## config.mk

```make
export PLATFORM = sky130hd
export DESIGN_NAME = two_plane_overlay_sprite_encoder_unit_flat
export DESIGN_NICKNAME = d
export VERILOG_FILES = /design/src/rtl/tpose_pkg.sv /design/src/rtl/tpose_if.sv /design/src/rtl/tpose_front.sv /design/src/rtl/tpose_queue.sv /design/src/rtl/tpose_back.sv /design/src/rtl/two_plane_overlay_sprite_encoder_unit.sv /design/src/flat_wrapper.sv
export SDC_FILE = /design/constraint.sdc
export NUM_CORES = 1
export LEC_CHECK = 0
export BUFFER_PORTS_ARGS = -buffer_cell sky130_fd_sc_hd__buf_2
export CAP_MARGIN = 15
export CORE_MARGIN = 2
export CORE_UTILIZATION = 45
export DETAILED_ROUTE_END_ITERATION = 8
export GPL_TIMING_DRIVEN = 0
export PLACE_DENSITY_LB_ADDON = 0.12
export SETUP_SLACK_MARGIN = 0.02
export SLEW_MARGIN = 25
export SYNTH_ARGS = -nofsm -noshare
export SYNTH_HDL_FRONTEND = slang
export SYNTH_SLANG_ARGS = --single-unit
```

## constraint.sdc

```tcl
create_clock -name clk -period 9.1 [get_ports clk]
set_clock_uncertainty 0.1 [all_clocks]
set_input_delay 0.455 -clock clk [delete_from_list [all_inputs] [get_ports clk]]
set_output_delay 0.455 -clock clk [all_outputs]
set_load 0.005 [all_outputs]
```

## src/rtl/tpose_pkg.sv

```systemverilog
// ----------------------------------------------------------------------------
// tpose_pkg
// Shared types and constants for the two-plane overlay sprite row encoder.
// ----------------------------------------------------------------------------
package tpose_pkg;

  localparam int PIXELS_PER_ROW = 8;
  localparam int COLOR_W        = 8;
  localparam int ROW_W          = 8;

  typedef logic [COLOR_W-1:0]        color_t;
  typedef logic [PIXELS_PER_ROW-1:0] mask_t;
  typedef logic [ROW_W-1:0]          row_count_t;

  localparam color_t LOW_BIT_CLEAR = color_t'(8'hFE);
  localparam color_t LOW_BIT       = color_t'(8'h01);

  // classified row, handed from the front to the back
  typedef struct packed {
    mask_t  plane0;
    mask_t  plane1;
    mask_t  err;
    color_t c0;
    color_t c1;
    logic   have0;
    logic   have1;
    logic   last_row;
  } row_class_t;

endpackage

```

## src/rtl/tpose_if.sv

```systemverilog
// ----------------------------------------------------------------------------
// tpose_if
// Valid/ready channels for pixel rows and for encoded sprite rows.
// ----------------------------------------------------------------------------
interface tpose_row_if;
  logic                  valid;
  logic                  ready;
  tpose_pkg::color_t     pixel_0;
  tpose_pkg::color_t     pixel_1;
  tpose_pkg::color_t     pixel_2;
  tpose_pkg::color_t     pixel_3;
  tpose_pkg::color_t     pixel_4;
  tpose_pkg::color_t     pixel_5;
  tpose_pkg::color_t     pixel_6;
  tpose_pkg::color_t     pixel_7;
  logic                  last_row;

  modport source (
    output valid, pixel_0, pixel_1, pixel_2, pixel_3,
           pixel_4, pixel_5, pixel_6, pixel_7, last_row,
    input  ready
  );
  modport sink (
    input  valid, pixel_0, pixel_1, pixel_2, pixel_3,
           pixel_4, pixel_5, pixel_6, pixel_7, last_row,
    output ready
  );
endinterface

interface tpose_sprite_if;
  logic                   valid;
  logic                   ready;
  tpose_pkg::mask_t       plane_zero;
  tpose_pkg::mask_t       plane_one;
  tpose_pkg::color_t      color_zero;
  tpose_pkg::color_t      color_one;
  tpose_pkg::row_count_t  row_index;
  tpose_pkg::mask_t       error_mask;

  modport source (
    output valid, plane_zero, plane_one, color_zero, color_one,
           row_index, error_mask,
    input  ready
  );
  modport sink (
    input  valid, plane_zero, plane_one, color_zero, color_one,
           row_index, error_mask,
    output ready
  );
endinterface

```

## src/rtl/tpose_front.sv

```systemverilog
// ----------------------------------------------------------------------------
// tpose_front
// Accepts pixel rows, picks the two row colours and classifies each pixel.
// ----------------------------------------------------------------------------
module tpose_front (
  tpose_row_if.sink              row,
  input  tpose_pkg::color_t      background,
  output logic                   push,
  output tpose_pkg::row_class_t  push_data,
  input  logic                   push_ready
);

  tpose_pkg::color_t raw [tpose_pkg::PIXELS_PER_ROW];
  tpose_pkg::color_t pix [tpose_pkg::PIXELS_PER_ROW];
  tpose_pkg::mask_t  opaque;
  tpose_pkg::color_t c0;
  tpose_pkg::color_t c1;
  tpose_pkg::color_t c01;
  logic              have0;
  logic              have1;
  tpose_pkg::mask_t  plane0;
  tpose_pkg::mask_t  plane1;
  tpose_pkg::mask_t  err;

  assign raw[0] = row.pixel_0;
  assign raw[1] = row.pixel_1;
  assign raw[2] = row.pixel_2;
  assign raw[3] = row.pixel_3;
  assign raw[4] = row.pixel_4;
  assign raw[5] = row.pixel_5;
  assign raw[6] = row.pixel_6;
  assign raw[7] = row.pixel_7;

  always_comb begin
    for (int i = 0; i < tpose_pkg::PIXELS_PER_ROW; i++) begin
      pix[i]    = raw[i] & tpose_pkg::LOW_BIT_CLEAR;
      opaque[i] = (raw[i] != background);
    end
  end

  // left to right colour pick
  always_comb begin
    have0 = 1'b0;
    have1 = 1'b0;
    c0    = '0;
    c1    = '0;
    for (int i = 0; i < tpose_pkg::PIXELS_PER_ROW; i++) begin
      if (opaque[i]) begin
        if (!have0) begin
          c0    = pix[i];
          have0 = 1'b1;
        end else if ((pix[i] != c0) && !have1) begin
          c1    = pix[i];
          have1 = 1'b1;
        end
      end
    end
  end

  assign c01 = c0 | c1;

  always_comb begin
    plane0 = '0;
    plane1 = '0;
    err    = '0;
    for (int i = 0; i < tpose_pkg::PIXELS_PER_ROW; i++) begin
      if (opaque[i]) begin
        if (pix[i] == c0) begin
          plane0[tpose_pkg::PIXELS_PER_ROW-1-i] = 1'b1;
        end else if (have1 && (pix[i] == c1)) begin
          plane1[tpose_pkg::PIXELS_PER_ROW-1-i] = 1'b1;
        end else if (have1 && (pix[i] == c01)) begin
          plane0[tpose_pkg::PIXELS_PER_ROW-1-i] = 1'b1;
          plane1[tpose_pkg::PIXELS_PER_ROW-1-i] = 1'b1;
        end else begin
          err[tpose_pkg::PIXELS_PER_ROW-1-i] = 1'b1;
        end
      end
    end
  end

  assign push      = row.valid;
  assign row.ready = push_ready;

  always_comb begin
    push_data.plane0   = plane0;
    push_data.plane1   = plane1;
    push_data.err      = err;
    push_data.c0       = c0;
    push_data.c1       = c1;
    push_data.have0    = have0;
    push_data.have1    = have1;
    push_data.last_row = row.last_row;
  end

endmodule

```

## src/rtl/tpose_queue.sv

```systemverilog
// ----------------------------------------------------------------------------
// tpose_queue
// Short register queue of classified rows between front and back.
// ----------------------------------------------------------------------------
module tpose_queue #(
  parameter int DEPTH = 2
) (
  input  logic                   clk,
  input  logic                   rst,
  input  logic                   push,
  input  tpose_pkg::row_class_t  push_data,
  output logic                   push_ready,
  output logic                   pop_valid,
  output tpose_pkg::row_class_t  pop_data,
  input  logic                   pop
);

  localparam int PTR_W   = $clog2(DEPTH);
  localparam int COUNT_W = $clog2(DEPTH + 1);

  tpose_pkg::row_class_t entries [DEPTH];
  logic [PTR_W-1:0]      wr_ptr;
  logic [PTR_W-1:0]      rd_ptr;
  logic [COUNT_W-1:0]    count;
  logic                  do_push;
  logic                  do_pop;

  assign push_ready = (count != COUNT_W'(DEPTH));
  assign pop_valid  = (count != '0);
  assign do_push    = push && push_ready;
  assign do_pop     = pop && pop_valid;
  assign pop_data   = entries[rd_ptr];

  always_ff @(posedge clk) begin
    if (do_push) begin
      entries[wr_ptr] <= push_data;
    end
  end

  always_ff @(posedge clk) begin
    if (rst) begin
      wr_ptr <= '0;
      rd_ptr <= '0;
      count  <= '0;
    end else begin
      if (do_push) begin
        wr_ptr <= (wr_ptr == PTR_W'(DEPTH - 1)) ? '0 : wr_ptr + 1'b1;
      end
      if (do_pop) begin
        rd_ptr <= (rd_ptr == PTR_W'(DEPTH - 1)) ? '0 : rd_ptr + 1'b1;
      end
      if (do_push && !do_pop) begin
        count <= count + 1'b1;
      end else if (do_pop && !do_push) begin
        count <= count - 1'b1;
      end
    end
  end

endmodule

```

## src/rtl/tpose_back.sv

```systemverilog
// ----------------------------------------------------------------------------
// tpose_back
// Resolves missing colours from the previous row, numbers rows and holds the
// result beat in an output register.
// ----------------------------------------------------------------------------
module tpose_back (
  input  logic                   clk,
  input  logic                   rst,
  input  logic                   pop_valid,
  input  tpose_pkg::row_class_t  pop_data,
  output logic                   pop,
  tpose_sprite_if.source         result
);

  tpose_pkg::color_t     prior_c0;
  tpose_pkg::color_t     prior_c1;
  tpose_pkg::row_count_t row_counter;
  tpose_pkg::color_t     c0_next;
  tpose_pkg::color_t     c1_next;
  logic                  out_valid;

  assign pop          = pop_valid && (!out_valid || result.ready);
  assign result.valid = out_valid;

  always_comb begin
    c0_next = pop_data.have0 ? pop_data.c0 : (prior_c0 & tpose_pkg::LOW_BIT_CLEAR);
    c1_next = pop_data.have1 ? pop_data.c1 : (prior_c1 & tpose_pkg::LOW_BIT_CLEAR);
    if (pop_data.last_row) begin
      c1_next = c1_next | tpose_pkg::LOW_BIT;
    end
  end

  always_ff @(posedge clk) begin
    if (rst) begin
      out_valid   <= 1'b0;
      prior_c0    <= '0;
      prior_c1    <= '0;
      row_counter <= '0;
    end else begin
      if (pop) begin
        out_valid   <= 1'b1;
        prior_c0    <= c0_next;
        prior_c1    <= c1_next;
        row_counter <= row_counter + 1'b1;
      end else if (result.ready) begin
        out_valid <= 1'b0;
      end
    end
  end

  always_ff @(posedge clk) begin
    if (pop) begin
      result.plane_zero <= pop_data.plane0;
      result.plane_one  <= pop_data.plane1;
      result.color_zero <= c0_next;
      result.color_one  <= c1_next;
      result.row_index  <= row_counter;
      result.error_mask <= pop_data.err;
    end
  end

endmodule

```

## src/rtl/two_plane_overlay_sprite_encoder_unit.sv

```systemverilog
// ----------------------------------------------------------------------------
// two_plane_overlay_sprite_encoder_unit
// Encodes rows of eight palette pixels as two overlaid one-bit sprite planes.
// datapath: an accepted row is registered in the queue, then in the output register
// throughput: one row per cycle while result.ready is high; classify and resolve are combinational
// a full queue and output register absorb QUEUE_DEPTH + 1 rows of stall
// reset: synchronous; clears queue, output valid, prior colours, row counter
// ----------------------------------------------------------------------------
module two_plane_overlay_sprite_encoder_unit #(
  parameter int QUEUE_DEPTH = 2
) (
  input  logic               clk,
  input  logic               rst,
  input  logic               background_we,
  input  tpose_pkg::color_t  background_data,
  tpose_row_if.sink          row,
  tpose_sprite_if.source     result
);

  tpose_pkg::color_t     background;
  logic                  push;
  logic                  push_ready;
  tpose_pkg::row_class_t push_data;
  logic                  pop_valid;
  logic                  pop;
  tpose_pkg::row_class_t pop_data;

  always_ff @(posedge clk) begin
    if (rst) begin
      background <= '0;
    end else if (background_we) begin
      background <= background_data;
    end
  end

  tpose_front u_front (
    .row        (row),
    .background (background),
    .push       (push),
    .push_data  (push_data),
    .push_ready (push_ready)
  );

  tpose_queue #(
    .DEPTH (QUEUE_DEPTH)
  ) u_queue (
    .clk        (clk),
    .rst        (rst),
    .push       (push),
    .push_data  (push_data),
    .push_ready (push_ready),
    .pop_valid  (pop_valid),
    .pop_data   (pop_data),
    .pop        (pop)
  );

  tpose_back u_back (
    .clk       (clk),
    .rst       (rst),
    .pop_valid (pop_valid),
    .pop_data  (pop_data),
    .pop       (pop),
    .result    (result)
  );

endmodule

```

## src/flat_wrapper.sv

```systemverilog
// flat-port wrapper written by rule: the top's interface ports become plain ports
module two_plane_overlay_sprite_encoder_unit_flat 
#(
  parameter int QUEUE_DEPTH = 2
)
  (clk, rst, background_we, background_data, row_valid, row_pixel_0, row_pixel_1, row_pixel_2, row_pixel_3, row_pixel_4, row_pixel_5, row_pixel_6, row_pixel_7, row_last_row, row_ready, result_valid, result_plane_zero, result_plane_one, result_color_zero, result_color_one, result_row_index, result_error_mask, result_ready);
  tpose_row_if row_i ();
  tpose_sprite_if result_i ();
  input  logic clk;
  input  logic rst;
  input  logic background_we;
  input  tpose_pkg::color_t background_data;
  input wire logic [$bits(row_i.valid)-1:0] row_valid;
  input wire logic [$bits(row_i.pixel_0)-1:0] row_pixel_0;
  input wire logic [$bits(row_i.pixel_1)-1:0] row_pixel_1;
  input wire logic [$bits(row_i.pixel_2)-1:0] row_pixel_2;
  input wire logic [$bits(row_i.pixel_3)-1:0] row_pixel_3;
  input wire logic [$bits(row_i.pixel_4)-1:0] row_pixel_4;
  input wire logic [$bits(row_i.pixel_5)-1:0] row_pixel_5;
  input wire logic [$bits(row_i.pixel_6)-1:0] row_pixel_6;
  input wire logic [$bits(row_i.pixel_7)-1:0] row_pixel_7;
  input wire logic [$bits(row_i.last_row)-1:0] row_last_row;
  output wire logic [$bits(row_i.ready)-1:0] row_ready;
  output wire logic [$bits(result_i.valid)-1:0] result_valid;
  output wire logic [$bits(result_i.plane_zero)-1:0] result_plane_zero;
  output wire logic [$bits(result_i.plane_one)-1:0] result_plane_one;
  output wire logic [$bits(result_i.color_zero)-1:0] result_color_zero;
  output wire logic [$bits(result_i.color_one)-1:0] result_color_one;
  output wire logic [$bits(result_i.row_index)-1:0] result_row_index;
  output wire logic [$bits(result_i.error_mask)-1:0] result_error_mask;
  input wire logic [$bits(result_i.ready)-1:0] result_ready;
  assign row_i.valid = row_valid;
  assign row_i.pixel_0 = row_pixel_0;
  assign row_i.pixel_1 = row_pixel_1;
  assign row_i.pixel_2 = row_pixel_2;
  assign row_i.pixel_3 = row_pixel_3;
  assign row_i.pixel_4 = row_pixel_4;
  assign row_i.pixel_5 = row_pixel_5;
  assign row_i.pixel_6 = row_pixel_6;
  assign row_i.pixel_7 = row_pixel_7;
  assign row_i.last_row = row_last_row;
  assign row_ready = row_i.ready;
  assign result_valid = result_i.valid;
  assign result_plane_zero = result_i.plane_zero;
  assign result_plane_one = result_i.plane_one;
  assign result_color_zero = result_i.color_zero;
  assign result_color_one = result_i.color_one;
  assign result_row_index = result_i.row_index;
  assign result_error_mask = result_i.error_mask;
  assign result_i.ready = result_ready;
  two_plane_overlay_sprite_encoder_unit #(.QUEUE_DEPTH(QUEUE_DEPTH)) u_core (.clk(clk), .rst(rst), .background_we(background_we), .background_data(background_data), .row(row_i), .result(result_i));
endmodule
```

# After elaboration in Yosys (flattened, before gate mapping)
# Memory sizes are Yosys's and may differ from the RTL's. A register that Yosys moved wholly into a read port is not among the register bits.
# Index checks and enable logic that the tools add are counted.
[totals]
output_inout_bits = 50
ramBits = 86
reg_bits = 85
mem_bits_ro = 0
input_bits = 78
latch_bits = 0
mem_count = 1
[op_classes]
n_eq_ne = 40
mux = 166
n_reduce_logical = 40
n_addsub = 5
div_mod_pow = 0
mul = 0
n_shift = 0
n_bitwise = 1
order_cmp = 0
[memory_table]
columns = ["name", "words", "width", "rd", "rd_ports_with_merged_regs", "write_ports", "line_no", "rtl"]
rows = [
  ["u_core.u_queue.entries", 2, 43, 1, 1, 1, "tpose_queue.sv:21", "tpose_pkg::row_class_t entries [DEPTH];"],
]
[ops]
columns = ["op", "n"]
rows = [
  ["2-to-1 mux 8 bit", 38],
  ["equality test 8 bit", 24],
  ["2-to-1 mux 1 bit", 126],
  ["inequality test 8 bit", 15],
  ["logical AND 1 bit", 27],
  ["logical NOT 1 bit", 9],
  ["adder 8 x 1 -> 8 bit, second input constant", 1],
  ["OR 8 bit", 1],
  ["nonzero test 2 bit", 3],
  ["2-to-1 mux 2 bit", 2],
  ["adder 1 bit, second input constant", 2],
  ["adder 2 x 1 -> 2 bit, second input constant", 1],
  ["inequality test 2 bit, second input constant", 1],
  ["subtractor 2 x 1 -> 2 bit, second input constant", 1],
  ["logical OR 1 bit", 1],
]

# Logic depth before layout (Yosys ltp)
[logic_depth]
ltp_word = 43
ltp_mapped = 21

# Modules after synthesis
# Synthesis repeated with hierarchy kept, for this count alone.
[unflattened]
hier_cells = 1244
hier_area_um2 = 12223.0
[modules_own_cells]
columns = ["mod", "cells_per_inst", "seq_area_each_um2", "area_each_um2", "instances"]
rows = [
  ["tpose_front", 877, 0.0, 5960.7, 1],
  ["tpose_queue", 158, 2682.6, 3321.9, 1],
  ["tpose_back", 183, 1901.8, 2655.0, 1],
  ["two_plane_overlay_sprite_encoder_unit", 26, 160.2, 285.3, 1],
]

# Worst setup path before layout
# No wires, ideal clock.
[synth_timing]
path_kind = "input to register"
from = "input port row_pixel_1[2]"
to = "memory u_core.u_queue.entries[0][21] (netlist bit) (data pin)"
arrival_time_ns = 4.663
setup_time_ns = 0.258
path_slack_ns = 4.079
path_buffers = 4
cell_stages = 18
path_cell_list = "clkbuf_1 -> xnor2_1 -> nand4_1 -> or4_4 -> buf_6 -> or4_1 -> o31ai_2 -> nand3_1 -> a2111o_1 -> o31a_1 -> buf_6 -> a311o_1 -> buf_6 -> or3_1 -> a211oi_2 -> nand4b_1 -> a21boi_1 -> and2_1"
[synth_rtl]
columns = ["element", "line_no", "rtl"]
rows = [
  ["start, declared", "flat_wrapper.sv:15", "input wire logic [$bits(row_i.pixel_1)-1:0] row_pixel_1;"],
  ["end, declared", "tpose_queue.sv:21", ""],
]

==> results.cfg <==
[grt]
antenna_found_initial = 0
grt_pass1_vias = 9587
grt_pass1_wl_mm = 58.5
grt_overflow_total = 0
grt_use_total_pct = 29.2
grt_max_degree = 47

[clock_tree]
htreeDepth = 4
cts_max_path_buffers = 2
cts_setup_buffers = 0
cts_resized = 0
numCtsBuffers = 17
cts_hold_buf = 0
clk-insertion-delay-late_ps = 430
cts.sinks = 165
cts-root-buf = clkbuf_16
cts.clk_slew.worst_paths_ps = 80
cts_tree = done

[power_and_ir_drop]
power.static_leakage_nw = 4.61
clockPowerShare_pct = 27.0
switching_share_pct = 33.2
pwr-share-seq_pct = 41.6
combinationalPowerShare_pct = 31.4
power_w = 0.00261
p_int_w = 0.00175
switchingPower_w = 0.000868
p_per_area_nw_per_um2 = 200
ir_drop_mv = 0.234

[detailed_routing]
drt_first_pass_iters = 7
vias = 10300
viasPerCell = 6.27
totalWireLength_mm = 38.9
ant_nets = 0
drcViolationCount = 0
wl_per_cell_um = 23.8
drt_iter0_markers = 977

[worst_setup_path]
reg2reg_slack_ps = 2550
crit_cells = 18
path_delay_family = simple AND/OR/NAND/NOR gates
cp_cell_sequence = buf_4, xnor2_1, and4_1, clkbuf_1, a21oi_1, a31oi_1, xnor2_1, nor3b_1, a21oi_1, or3_1, clkbuf_1, nor3_2, buf_4, nand3_1, and3_1, nor4bb_1, a31oi_1, a32o_1
cp-startpoint = u_core.background[6]
slowest_delay_ps = 660
r2r_start = u_core.background[6]
crit_slowest_cell = a31oi_1
crit_fanout = 10
crit_arrival_ps = 6610
cp-end-kind = flip-flop
required_ps = 9160
cp-endpoint = u_core.u_queue.entries[1][36]
crit_buf_inv = 4
critical_path_class = reg2reg
critPathLaunchType = flip-flop
r2r_end = u_core.u_queue.entries[1][36]
ff2ff_path_depth = 18

[synthesis]
ys_ff_latch = 165
yosysWarnings = 0
synthArstFlopShare_pct = 0
ys_seq_area_share_pct = 39.9
synthCells = 1180
synth_edf_count = 129
yosysUniqueCellTypes = 88
ys.flop_type = edfxtp_1
syn_area_per_cell_um2 = 9.75
syn-cell-area_um2 = 11500

[final_layout]
syn2layout_area_growth_pct = 13.8
insertedDiodeCount = 0
final_cell_mix = xnor2_1 (132), edfxtp_1 (129), buf_2 (103)
drive_gt1_share_pct = 17.3
finalNonFillerCells = 1636
final_common_cell = xnor2_1
final_nets = 1373
multi_input_area_um2 = 6260
fillers = 2348
final-seq-area_um2 = 4590

[floorplan]
die_w_um = 164
fp-row-count = 58
die_y_um = 164
pin_count = 128
die-area_um2 = 26900
core_um2 = 25200
floorplan.initialDensity_pct = 45.7

[timing]
slew_violations = 0
finalHoldViolCount = 0
slew_headroom_pct = 29.4
period_share_pct = 72.0
finalSetupTns_ps = 0
setup_viol = 0
tightest_slew_ps = 1060
period_needed_ps = 6550
worst_slack_ps = 2550
fmax_mhz = 153
rsz0062_at_grt = no

[place]
placed_cells = 1604
hpwl_mm = 29.9
place_congestion = 0.995
pre_cts_slack_ps = 2480
portBuffers = 82

[flow_run]
cap_violations = 0

[status]
status = completed

[min_path]
hp-class = in2reg
## worst reg2reg max path: stages (launching register included)
cell and delay [ps]:
dfxtp_1 320, buf_4 230, xnor2_1 180, and4_1 210
clkbuf_1 390, a21oi_1 130, a31oi_1 660, xnor2_1 130
nor3b_1 590, a21oi_1 370, or3_1 480, clkbuf_1 300
nor3_2 330, buf_4 260, nand3_1 220, and3_1 290
nor4bb_1 630, a31oi_1 170, a32o_1 300
## logic make-up (layout without fill, tap and decap cells)
| kind of cell | Yosys count | after routing | synth area share, % |
|---|---|---|---|
| xor gates and xnor gates | 187 | 187 | 14.2 |
| muxes | 52 | 52 | 4.82 |
| adders and majority gates | 2 | 2 | 0.217 |
| AOI/OAI and AO/OA | 264 | 264 | 16.8 |
| DFF | 165 | 165 | 39.9 |
| other | 1 | 7 | 0.0326 |
| buffers and inverters | 150 | 270 | 6.03 |
| and+or+nand+nor | 359 | 359 | 17.9 |
## worst min-delay path by stage
| stage | depth (start not counted) | slack (ps) | from | end |
|---|---|---|---|---|
| floorplan | 0 | 330 | u_core.u_back.row_counter[7] | u_core.u_back.result.row_index[7] |
| global placement | 0 | 340 | u_core.u_back.row_counter[7] | u_core.u_back.result.row_index[7] |
| detailed placement | 0 | 340 | u_core.u_back.row_counter[7] | u_core.u_back.result.row_index[7] |
| CTS | 1 | 90 | row_last_row | u_core.u_queue.entries[1][0] |
| global route | 1 | 90 | row_last_row | u_core.u_queue.entries[1][0] |
| finish | 1 | 110 | row_last_row | u_core.u_queue.entries[1][0] |
## registers in the layout, indices dropped and copies added, names as in the netlist, named ones only
| signal | cells |
|---|---|
| u_core.u_back.prior_c1 | 7 |
| u_core.u_queue.rd_ptr | 1 |
| u_core.u_back.result.color_zero | 7 |
| u_core.u_back.result.color_one | 8 |
| u_core.u_queue.entries | 82 |
| u_core.u_queue.wr_ptr | 1 |
| u_core.background | 8 |
| u_core.u_queue.count | 2 |
| u_core.u_back.prior_c0 | 7 |
| u_core.u_back.result.row_index | 8 |
| u_core.u_back.row_counter | 8 |
| u_core.u_back.result.plane_zero | 8 |
| u_core.u_back.result.error_mask | 8 |
| u_core.u_back.result.valid | 1 |
| u_core.u_back.result.plane_one | 8 |
## Yosys cell counts, types with 5 or more instances
library cell / number / area share (%)
inv_1: 45 / 1.5
and3_1: 36 / 2.0
dfxtp_1: 36 / 6.3
a21oi_1: 47 / 2.0
nand2_1: 32 / 1.0
nor4_1: 29 / 1.6
or4_1: 5 / 0.33
nor3_1: 31 / 1.3
a211oi_1: 14 / 0.91
a31oi_1: 20 / 1.1
nand3_1: 39 / 1.7
o2111ai_1: 13 / 0.99
xnor2_1: 132 / 10
o31ai_1: 5 / 0.33
and2_1: 10 / 0.54
clkbuf_1: 60 / 2.0
or3_1: 15 / 0.82
nand4_1: 38 / 2.1
o2111a_1: 5 / 0.49
buf_4: 7 / 0.46
a311oi_1: 7 / 0.53
o21a_1: 7 / 0.46
mux2_2: 27 / 2.6
edfxtp_1: 129 / 34
a222oi_1: 5 / 0.43
buf_2: 21 / 0.91
a22oi_1: 10 / 0.65
o22ai_1: 11 / 0.60
o21ai_0: 35 / 1.5
mux2i_1: 25 / 2.2
a221o_1: 14 / 1.2
nor2_1: 70 / 2.3
a21o_1: 12 / 0.78
buf_6: 10 / 0.98
o32ai_1: 5 / 0.38
xor2_1: 55 / 4.2
and4_1: 14 / 1.1
## cell type report
class | count | share of cell area, %
multi-input combinational | 871 | 47.8
sequential | 165 | 35.1
timing repair buffer | 88 | 4.21
buffer | 104 | 4.01
clock buffer | 17 | 3.25
tap | 330 | 3.15
inverter | 46 | 1.32
clock inverter | 15 | 1.21
## through the flow
stage | hold slack, ps | util, % | area [um^2]
6_report | 109 | 52.0 | 13100
3_3_place_gp | 341 | 49.1 | 12400
5_1_grt | 93.7 | 52.0 | 13100
2_1_floorplan | 328 | - | 11500
4_1_cts | 91.6 | 52.0 | 13100
3_5_place_dp | 343 | 49.7 | 12500
## per-layer routing
metal  track usage (%)  part of all wire (%)
met1              39.8                    43
met2              47.1                    46
met3              3.56                   7.0
met4              12.4                   4.2
met5                 0                     0
## power groups by stage
stage                     clock (W)  sequential [W]  combinational (W)
after floorplan                   0         0.00112           0.000515
after global placement            0         0.00112           0.000771
after detailed placement          0         0.00111           0.000824
after CTS                  0.000723         0.00109           0.000827
after global routing       0.000753         0.00110           0.000897
final                      0.000706         0.00109           0.000821
Note: power is estimated with default switching activity, not from simulation.
